===== src/rtl/acp_pkg.sv =====
// acp_pkg: types, codes and helpers shared by the arp cache table
// no dependencies; used by acp_entry_store and arp_cache_table
package acp_pkg;

   typedef enum logic [1:0] {
      ST_IDLE,
      ST_SCAN,
      ST_UPDATE
   } acp_state_type;

   typedef logic [2:0] status_type;

   localparam status_type STATUS_FOUND   = 3'd0;
   localparam status_type STATUS_MISS    = 3'd1;
   localparam status_type STATUS_QUEUED  = 3'd2;
   localparam status_type STATUS_UPDATED = 3'd3;
   localparam status_type STATUS_NEW     = 3'd4;

   localparam logic CMD_LOOKUP   = 1'b0;
   localparam logic CMD_REGISTER = 1'b1;

   localparam logic [15:0] LIFE_PERMANENT = 16'hFFFF;
   localparam logic [15:0] LIFE_MIN       = 16'd1;
   localparam logic [15:0] LIFE_RESET     = 16'd300;

   typedef struct packed {
      logic [31:0] ip;
      logic [47:0] mac;
      logic [15:0] lifetime;
      logic        permanent;
   } entry_type;

   function automatic logic [15:0] life_value(input logic perm, input logic [15:0] dyn);
      logic [15:0] life;
      if (perm) begin
         life = LIFE_PERMANENT;
      end else if (dyn == 16'd0) begin
         life = LIFE_MIN;
      end else begin
         life = dyn;
      end
      return life;
   endfunction

endpackage


===== src/rtl/arp_cache_table.sv =====
// arp_cache_table: ipv4-to-mac cache with round-robin replacement
// depends on acp_pkg and acp_entry_store
//
//   channel   ports                 direction   transfer
//   req       req_valid/req_ready   in          one item per lookup or register
//   rsp       rsp_valid/rsp_ready   out         one item per request
//   csr       csr_write_enable      in          dynamic_lifetime, no wait
//
// the entry memory is walked one address per cycle in index order, stopping at the
// first matching valid entry, then the entry is written back and the result register
// is loaded.
// synchronous reset clears valid bits, victim pointer and handshake state.
// a new item is taken while the last result waits; write-back stalls while the
// result register is still full.
module arp_cache_table import acp_pkg::*; #(
   parameter int TABLE_ENTRIES = 16,
   parameter int PENDING_MAX   = 15
) (
   input  logic        clock,
   input  logic        reset,
   input  logic        req_valid,
   output logic        req_ready,
   input  logic        req_command,
   input  logic [31:0] req_ip_address,
   input  logic [47:0] req_mac_address_in,
   input  logic        req_is_permanent,
   output logic        rsp_valid,
   input  logic        rsp_ready,
   output logic [2:0]  rsp_status,
   output logic [47:0] rsp_mac_address_out,
   output logic [3:0]  rsp_entry_index,
   output logic [3:0]  rsp_released_frames,
   output logic [3:0]  rsp_dropped_frames,
   output logic        rsp_queue_full,
   input  logic        csr_write_enable,
   input  logic [15:0] csr_write_data
);

   localparam int IDX_W  = $clog2(TABLE_ENTRIES);
   localparam int PEND_W = $clog2(PENDING_MAX + 1);
   localparam logic [IDX_W-1:0]  LAST_IDX = IDX_W'(TABLE_ENTRIES - 1);
   localparam logic [PEND_W-1:0] PEND_MAX = PEND_W'(PENDING_MAX);

   acp_state_type     state_ff, state_in;
   logic              cmd_ff;
   logic [31:0]       ip_ff;
   logic [47:0]       mac_ff;
   logic              perm_ff;
   logic [15:0]       dyn_life_ff;
   logic [IDX_W-1:0]  scan_addr_ff;
   logic              issue_done_ff;
   logic              chk_valid_ff;
   logic [IDX_W-1:0]  chk_addr_ff;
   logic              hit_ff;
   logic [IDX_W-1:0]  idx_ff;
   logic [IDX_W-1:0]  victim_ff;
   entry_type         cap_entry_ff;
   logic [PEND_W-1:0] cap_pend_ff;

   logic              rsp_valid_ff;
   status_type        status_ff, status_in;
   logic [47:0]       mac_out_ff, mac_out_in;
   logic [3:0]        index_ff, index_in;
   logic [3:0]        released_ff, released_in;
   logic [3:0]        dropped_ff, dropped_in;
   logic              full_ff, full_in;

   logic              accept;
   logic              rd_en;
   entry_type         rd_entry;
   logic [PEND_W-1:0] rd_pend;
   logic              rd_valid;
   logic              match;
   logic              last_chk;
   logic              fire;
   logic              wr_en;
   logic [IDX_W-1:0]  wr_addr;
   entry_type         wr_entry;
   logic [PEND_W-1:0] wr_pend;
   logic [IDX_W+3:0]  index_wide;
   logic [PEND_W+3:0] released_wide;
   logic [PEND_W+3:0] dropped_wide;

   acp_entry_store #(
      .DEPTH  (TABLE_ENTRIES),
      .PEND_W (PEND_W),
      .IDX_W  (IDX_W)
   ) u_store (
      .clock    (clock),
      .reset    (reset),
      .rd_en    (rd_en),
      .rd_addr  (scan_addr_ff),
      .rd_entry (rd_entry),
      .rd_pend  (rd_pend),
      .rd_valid (rd_valid),
      .wr_en    (wr_en),
      .wr_addr  (wr_addr),
      .wr_entry (wr_entry),
      .wr_pend  (wr_pend)
   );

   assign accept   = req_valid && req_ready;
   assign match    = chk_valid_ff && rd_valid && (rd_entry.ip == ip_ff);
   assign last_chk = chk_valid_ff && (chk_addr_ff == LAST_IDX);
   assign fire     = !rsp_valid_ff || rsp_ready;

   // next state
   always_comb begin
      state_in = state_ff;
      unique case (state_ff)
         ST_IDLE: begin
            if (req_valid) begin
               state_in = ST_SCAN;
            end
         end
         ST_SCAN: begin
            if (match || last_chk) begin
               state_in = ST_UPDATE;
            end
         end
         ST_UPDATE: begin
            if (fire) begin
               state_in = ST_IDLE;
            end
         end
         default: state_in = ST_IDLE;
      endcase
   end

   // state outputs
   always_comb begin
      req_ready = 1'b0;
      rd_en     = 1'b0;
      wr_en     = 1'b0;
      unique case (state_ff)
         ST_IDLE:   req_ready = 1'b1;
         ST_SCAN:   rd_en     = !issue_done_ff;
         ST_UPDATE: wr_en     = fire;
         default:   req_ready = 1'b0;
      endcase
   end

   // write-back and result
   always_comb begin
      wr_addr     = hit_ff ? idx_ff : victim_ff;
      wr_entry    = cap_entry_ff;
      wr_pend     = cap_pend_ff;
      status_in   = STATUS_FOUND;
      mac_out_in  = 48'd0;
      released_wide = '0;
      dropped_wide  = '0;
      full_in     = 1'b0;
      if (hit_ff) begin
         if (cmd_ff == CMD_LOOKUP) begin
            if (cap_pend_ff == '0) begin
               status_in  = STATUS_FOUND;
               mac_out_in = cap_entry_ff.mac;
            end else begin
               status_in = STATUS_QUEUED;
               if (cap_pend_ff >= PEND_MAX) begin
                  full_in = 1'b1;
               end else begin
                  wr_pend = cap_pend_ff + PEND_W'(1);
               end
            end
         end else begin
            status_in          = STATUS_UPDATED;
            wr_entry.mac       = mac_ff;
            wr_entry.lifetime  = life_value(perm_ff, dyn_life_ff);
            wr_entry.permanent = perm_ff;
            wr_pend            = '0;
            released_wide      = {4'd0, cap_pend_ff};
         end
      end else begin
         dropped_wide = {4'd0, cap_pend_ff};
         wr_entry.ip  = ip_ff;
         if (cmd_ff == CMD_LOOKUP) begin
            status_in          = STATUS_MISS;
            wr_entry.lifetime  = life_value(1'b0, dyn_life_ff);
            wr_entry.permanent = 1'b0;
            wr_pend            = PEND_W'(1);
         end else begin
            status_in          = STATUS_NEW;
            wr_entry.mac       = mac_ff;
            wr_entry.lifetime  = life_value(perm_ff, dyn_life_ff);
            wr_entry.permanent = perm_ff;
            wr_pend            = '0;
         end
      end
      index_wide  = {4'd0, wr_addr};
      index_in    = index_wide[3:0];
      released_in = released_wide[3:0];
      dropped_in  = dropped_wide[3:0];
   end

   always_ff @(posedge clock) begin
      if (reset) begin
         state_ff      <= ST_IDLE;
         dyn_life_ff   <= LIFE_RESET;
         victim_ff     <= '0;
         issue_done_ff <= 1'b0;
         chk_valid_ff  <= 1'b0;
         hit_ff        <= 1'b0;
         rsp_valid_ff  <= 1'b0;
      end else begin
         state_ff <= state_in;
         if (csr_write_enable) begin
            dyn_life_ff <= csr_write_data;
         end
         if (accept) begin
            issue_done_ff <= 1'b0;
            chk_valid_ff  <= 1'b0;
            hit_ff        <= 1'b0;
         end else if (state_ff == ST_SCAN) begin
            chk_valid_ff <= rd_en;
            if (rd_en && (scan_addr_ff == LAST_IDX)) begin
               issue_done_ff <= 1'b1;
            end
            if (match) begin
               hit_ff <= 1'b1;
            end
         end
         if (wr_en) begin
            rsp_valid_ff <= 1'b1;
            if (!hit_ff) begin
               victim_ff <= (victim_ff == LAST_IDX) ? '0 : victim_ff + IDX_W'(1);
            end
         end else if (rsp_ready) begin
            rsp_valid_ff <= 1'b0;
         end
      end
   end

   // payload registers
   always_ff @(posedge clock) begin
      if (accept) begin
         cmd_ff       <= req_command;
         ip_ff        <= req_ip_address;
         mac_ff       <= req_mac_address_in;
         perm_ff      <= req_is_permanent;
         scan_addr_ff <= '0;
      end else if (rd_en) begin
         scan_addr_ff <= scan_addr_ff + IDX_W'(1);
      end
      if (rd_en) begin
         chk_addr_ff <= scan_addr_ff;
      end
      if (state_ff == ST_SCAN) begin
         if (match) begin
            idx_ff       <= chk_addr_ff;
            cap_entry_ff <= rd_entry;
            cap_pend_ff  <= rd_pend;
         end else if (chk_valid_ff && (chk_addr_ff == victim_ff)) begin
            cap_entry_ff <= rd_entry;
            cap_pend_ff  <= rd_pend;
         end
      end
      if (wr_en) begin
         status_ff   <= status_in;
         mac_out_ff  <= mac_out_in;
         index_ff    <= index_in;
         released_ff <= released_in;
         dropped_ff  <= dropped_in;
         full_ff     <= full_in;
      end
   end

   assign rsp_valid           = rsp_valid_ff;
   assign rsp_status          = status_ff;
   assign rsp_mac_address_out = mac_out_ff;
   assign rsp_entry_index     = index_ff;
   assign rsp_released_frames = released_ff;
   assign rsp_dropped_frames  = dropped_ff;
   assign rsp_queue_full      = full_ff;

endmodule


===== src/rtl/acp_entry_store.sv =====
// acp_entry_store: entry memory and pending-count memory, registered read outputs
// valid bit per entry; an entry never written reads as invalid with no frames waiting
// depends on acp_pkg
module acp_entry_store import acp_pkg::*; #(
   parameter int DEPTH  = 16,
   parameter int PEND_W = 4,
   parameter int IDX_W  = $clog2(DEPTH)
) (
   input  logic              clock,
   input  logic              reset,
   input  logic              rd_en,
   input  logic [IDX_W-1:0]  rd_addr,
   output entry_type         rd_entry,
   output logic [PEND_W-1:0] rd_pend,
   output logic              rd_valid,
   input  logic              wr_en,
   input  logic [IDX_W-1:0]  wr_addr,
   input  entry_type         wr_entry,
   input  logic [PEND_W-1:0] wr_pend
);

   entry_type         entry_mem [DEPTH];
   logic [PEND_W-1:0] pend_mem  [DEPTH];
   logic [DEPTH-1:0]  valid_ff;
   entry_type         rd_entry_ff;
   logic [PEND_W-1:0] rd_pend_ff;
   logic              rd_valid_ff;

   always_ff @(posedge clock) begin
      if (wr_en) begin
         entry_mem[wr_addr] <= wr_entry;
         pend_mem[wr_addr]  <= wr_pend;
      end
      if (rd_en) begin
         rd_entry_ff <= entry_mem[rd_addr];
         rd_pend_ff  <= pend_mem[rd_addr];
      end
   end

   always_ff @(posedge clock) begin
      if (reset) begin
         valid_ff    <= '0;
         rd_valid_ff <= 1'b0;
      end else begin
         if (wr_en) begin
            valid_ff[wr_addr] <= 1'b1;
         end
         if (rd_en) begin
            rd_valid_ff <= valid_ff[rd_addr];
         end
      end
   end

   assign rd_entry = rd_entry_ff;
   assign rd_valid = rd_valid_ff;
   assign rd_pend  = rd_valid_ff ? rd_pend_ff : '0;

endmodule


===== config.mk =====
export PLATFORM = sky130hd
export DESIGN_NAME = arp_cache_table
export DESIGN_NICKNAME = d
export VERILOG_FILES = /design/src/rtl/acp_pkg.sv /design/src/rtl/arp_cache_table.sv /design/src/rtl/acp_entry_store.sv
export SDC_FILE = /design/constraint.sdc
export NUM_CORES = 2
export LEC_CHECK = 0
export BUFFER_PORTS_ARGS = -buffer_cell sky130_fd_sc_hd__buf_4
export CAP_MARGIN = 20
export CORE_MARGIN = 2
export CORE_UTILIZATION = 40
export CTS_BUF_LIST = sky130_fd_sc_hd__clkbuf_16
export CTS_CLUSTER_DIAMETER = 40
export DETAILED_ROUTE_END_ITERATION = 6
export PLACE_DENSITY = 0.54
export SETUP_SLACK_MARGIN = 0.15
export SLEW_MARGIN = 20
export SYNTH_ARGS = -nofsm -noshare
export SYNTH_HDL_FRONTEND = slang
export SYNTH_SLANG_ARGS = --single-unit

===== constraint.sdc =====
create_clock -name clock -period 19.6 [get_ports clock]
set_input_delay 4.9 -clock clock [delete_from_list [all_inputs] [get_ports clock]]
set_output_delay 4.9 -clock clock [all_outputs]
set_load 0.005 [all_outputs]

==> metrics.txt <==
final setup violation count 0; sequential share of the synthesized area 79.8%; Layout fillers 12666; Die Area 162000 sq um; PostCTS Resize Cnt 0; Max Clock Skew 37.9 ps; global-route wire length before repair 212 mm; share of layout cells above drive strength 1 35.9%; height of the die 402 microns; Num CTS Buffers 229; Initial Utilization 40.1%; final period utilization 45.1%; gr usage total 18.2%; Finished Layout Cells 5195; Yosys Warn Count 0; status complete, no violations; Mapped Area 63400 sq um; Top Ports 169; clock insertion delay at the later pin of the skew report 840 ps; count of cell types in the netlist 42; TNS Setup 0 ps; DRC violations left 0; grt total ovfl 0; Root Driver clkbuf_16; P_leak 23.7 nW; HP Class reg -> reg; DP HPWL 73.3 mm; # Post-CTS Setup Buffers 0; cell count after synthesis 2597; Sink Count 1696; vias in the first global route 30191; DR iter-0 viols 2690; post-detailed-route count of antenna-violating nets 0; Longest Clk Path Bufs 3; P_sw 2.05 mW; hold path depth 0; Max Cap Viol 0; TritonCTS clock tree built; Die Width 402 microns; Pre-antenna DRT Iters 7; I/O Buffers 150; RePlAce Congestion 0.743; largest net degree at the start of global routing 162; required time worst endpoint 20050 ps; PD cells 122 nW/um^2; clock group share of total power 45.9%; CP Capture Type flip-flop; Comb pwr share 9.0%; row count 146; CP Class in -> reg; Final Hold Fails 0; Worst setup SP type input pin; Yosys reg bits 1696; switch share 22.4%; internal power 7.09 mW; area added between synthesis and finish 18.4%; Max Slew Vio Count 0; portion of total power attributed to sequential cells 45.0%; Worst-Margin Slew 1230 ps; Cells after DPL 4761; CTS Hold Bufs 0; Clk pin slew, worst setup/hold paths 60 ps; Vias 28128; headroom to the max-slew limit 18.0%; initial antenna violation count 1; Max Fanout on Critical Path 58; Vias/cell 5.41; reg2reg path depth 8; Core Box Area 158000 sq um; worst ir drop on vdd 0.0842 mV; # nets final 3030; Max H-tree Level 4; Fmax 113 MHz; syn nets 2706; Tmin final 8840 ps; Mean Syn Cell Area 24.4 sq um; drt wl/cell 28.3 microns; Routed WL 147 mm; RSZ-0062 raised after global routing false; Arr. time, crit path 9290 ps
## routing by layer
layer | up-vias | GRT usage (%) | routed length, microns | part of all wire, %
met5 | - | 0 | 0 | 0
met3 | 173 | 2.69 | 6820 | 4.6
met1 | 15368 | 24.9 | 62900 | 43
met4 | 0 | 4.69 | 2330 | 1.6
met2 | 806 | 30.8 | 74900 | 51
li1 | 11781 | - | - | -
## stage by stage
step	utilization, %	hold slack [ps]	cell area [sq um]	setup WS (ps)	power [mW]
after detailed placement	42.5	405	67200	9810	5.03
after CTS	47.5	417	75100	10690	9.24
after floorplan	-	400	63400	8630	4.84
final	47.5	416	75100	10760	9.13
after global routing	47.5	420	75100	10500	9.44
after global placement	42.5	402	67100	9920	5.01
## cell usage in the layout, fill, tap and decap left out, drive strengths merged, types with 2 or more instances in the layout
master / synthesis / layout
edfxtp: 1665 / 1665
mux4: 425 / 425
clkbuf: 55 / 233
buf: 61 / 209
clkinv: 0 / 93
mux2: 80 / 80
inv: 9 / 69
and2: 57 / 57
nor2: 56 / 56
dfxtp: 31 / 31
bufinv: 0 / 30
xor2: 24 / 24
a21oi: 23 / 23
xnor2: 19 / 19
clkinvlp: 0 / 16
nand2: 14 / 14
nor3: 10 / 10
mux2i: 7 / 7
nand4: 6 / 6
nand3: 6 / 6
ha: 6 / 6
nor2b: 5 / 5
nand2b: 4 / 4
nor4: 4 / 4
nor4b: 3 / 3
nand4b: 3 / 3
o21ai: 3 / 3
and3: 3 / 3
or4: 2 / 2
a211oi: 2 / 2
a31oi: 2 / 2
and4: 2 / 2
## synthesized netlist by cell type, drive strengths merged
cell type / instances / share of area (%)
mux4: 425 / 15
nand4b: 3 / 0.041
and4bb: 1 / 0.020
a41oi: 1 / 0.014
o21a: 1 / 0.012
nor3: 10 / 0.079
nand2: 14 / 0.083
xnor2: 19 / 0.26
ha: 6 / 0.12
o21ai: 3 / 0.024
nor2: 56 / 0.33
a21oi: 23 / 0.18
or3: 1 / 0.0099
a22o: 1 / 0.014
o22ai: 1 / 0.0099
buf: 61 / 0.67
nor3b: 1 / 0.012
nand3: 6 / 0.047
or4: 2 / 0.024
nor4: 4 / 0.039
xor2: 24 / 0.33
mux2i: 7 / 0.11
nand2b: 4 / 0.039
dfxtp: 31 / 0.98
nor4b: 3 / 0.041
a211o: 1 / 0.014
and3: 3 / 0.030
inv: 9 / 0.053
a21boi: 1 / 0.012
nand3b: 1 / 0.012
edfxtp: 1665 / 79
a211oi: 2 / 0.024
nor2b: 5 / 0.049
mux2: 80 / 1.4
and4: 2 / 0.028
and2: 57 / 0.56
clkbuf: 55 / 0.33
a31oi: 2 / 0.020
nand4: 6 / 0.059
## power by group through the flow
stage               Sequential (mW)  Combinational [mW]  Clock, mW
global placement               4.19               0.824          0
floorplan                      4.15               0.687          0
CTS                            4.12               0.846       4.28
detailed placement             4.19               0.843          0
global route                   4.12               0.884       4.44
finish                         4.11               0.824       4.20
## worst max-delay path: stages
cell and delay [ps]:
buf_4 80, nand2b_1 150, nand2b_1 180, clkinv_2 340, buf_4 730, nand3_1 540
nor2_4 800, buf_4 700, buf_4 720
## sequential cells by signal (all words and copies together), names as in the netlist, 16 cells and up
name                 flops
cap_entry_ff            80
ip_ff                   32
mac_ff                  48
rsp_mac_address_out     48
u_store.entry_mem     1280
u_store.pend_mem        64
u_store.rd_entry        80
u_store.valid_ff        16
## cell families after synthesis
logic type                 after synthesis  share of synthesized area [%]
adders and majority gates                6                          0.118
AOI/OAI and AO/OA                       36                          0.323
xor gates and xnor gates                43                          0.594
and+or+nand+nor                        179                           1.51
DFF                                   1696                           79.8
muxes                                  512                           16.6
buffers and inverters                  125                           1.05
## path summary, 6_finish.rpt
kind                             startpoint                            endpoint  slack [ps]
max                               rsp_ready  u_store.entry_mem[4][68]$_DFFE_PP_       10760
min          u_store.rd_entry[27]$_DFFE_PP_          cap_entry_ff[27]$_DFFE_PP_         420
max reg2reg        state_ff[0]$_SDFFE_PP0P_  u_store.entry_mem[4][68]$_DFFE_PP_       14430
min reg2reg  u_store.rd_entry[27]$_DFFE_PP_          cap_entry_ff[27]$_DFFE_PP_         420
## final cells by class
class                      instances  area (sq um)  share of cell area (%)
sequential                      1696         50600                    67.4
tap                             2072          2590                    3.45
multi-input combinational        776         12300                    16.4
inverter                           9          35.0                  0.0466
clock inverter                   199          2120                    2.82
antenna                            1          2.50                 0.00333
clock buffer                     233          5830                    7.76
timing repair buffer             209          1620                    2.15
No activity file was read; power rests on OpenSTA's default activity.
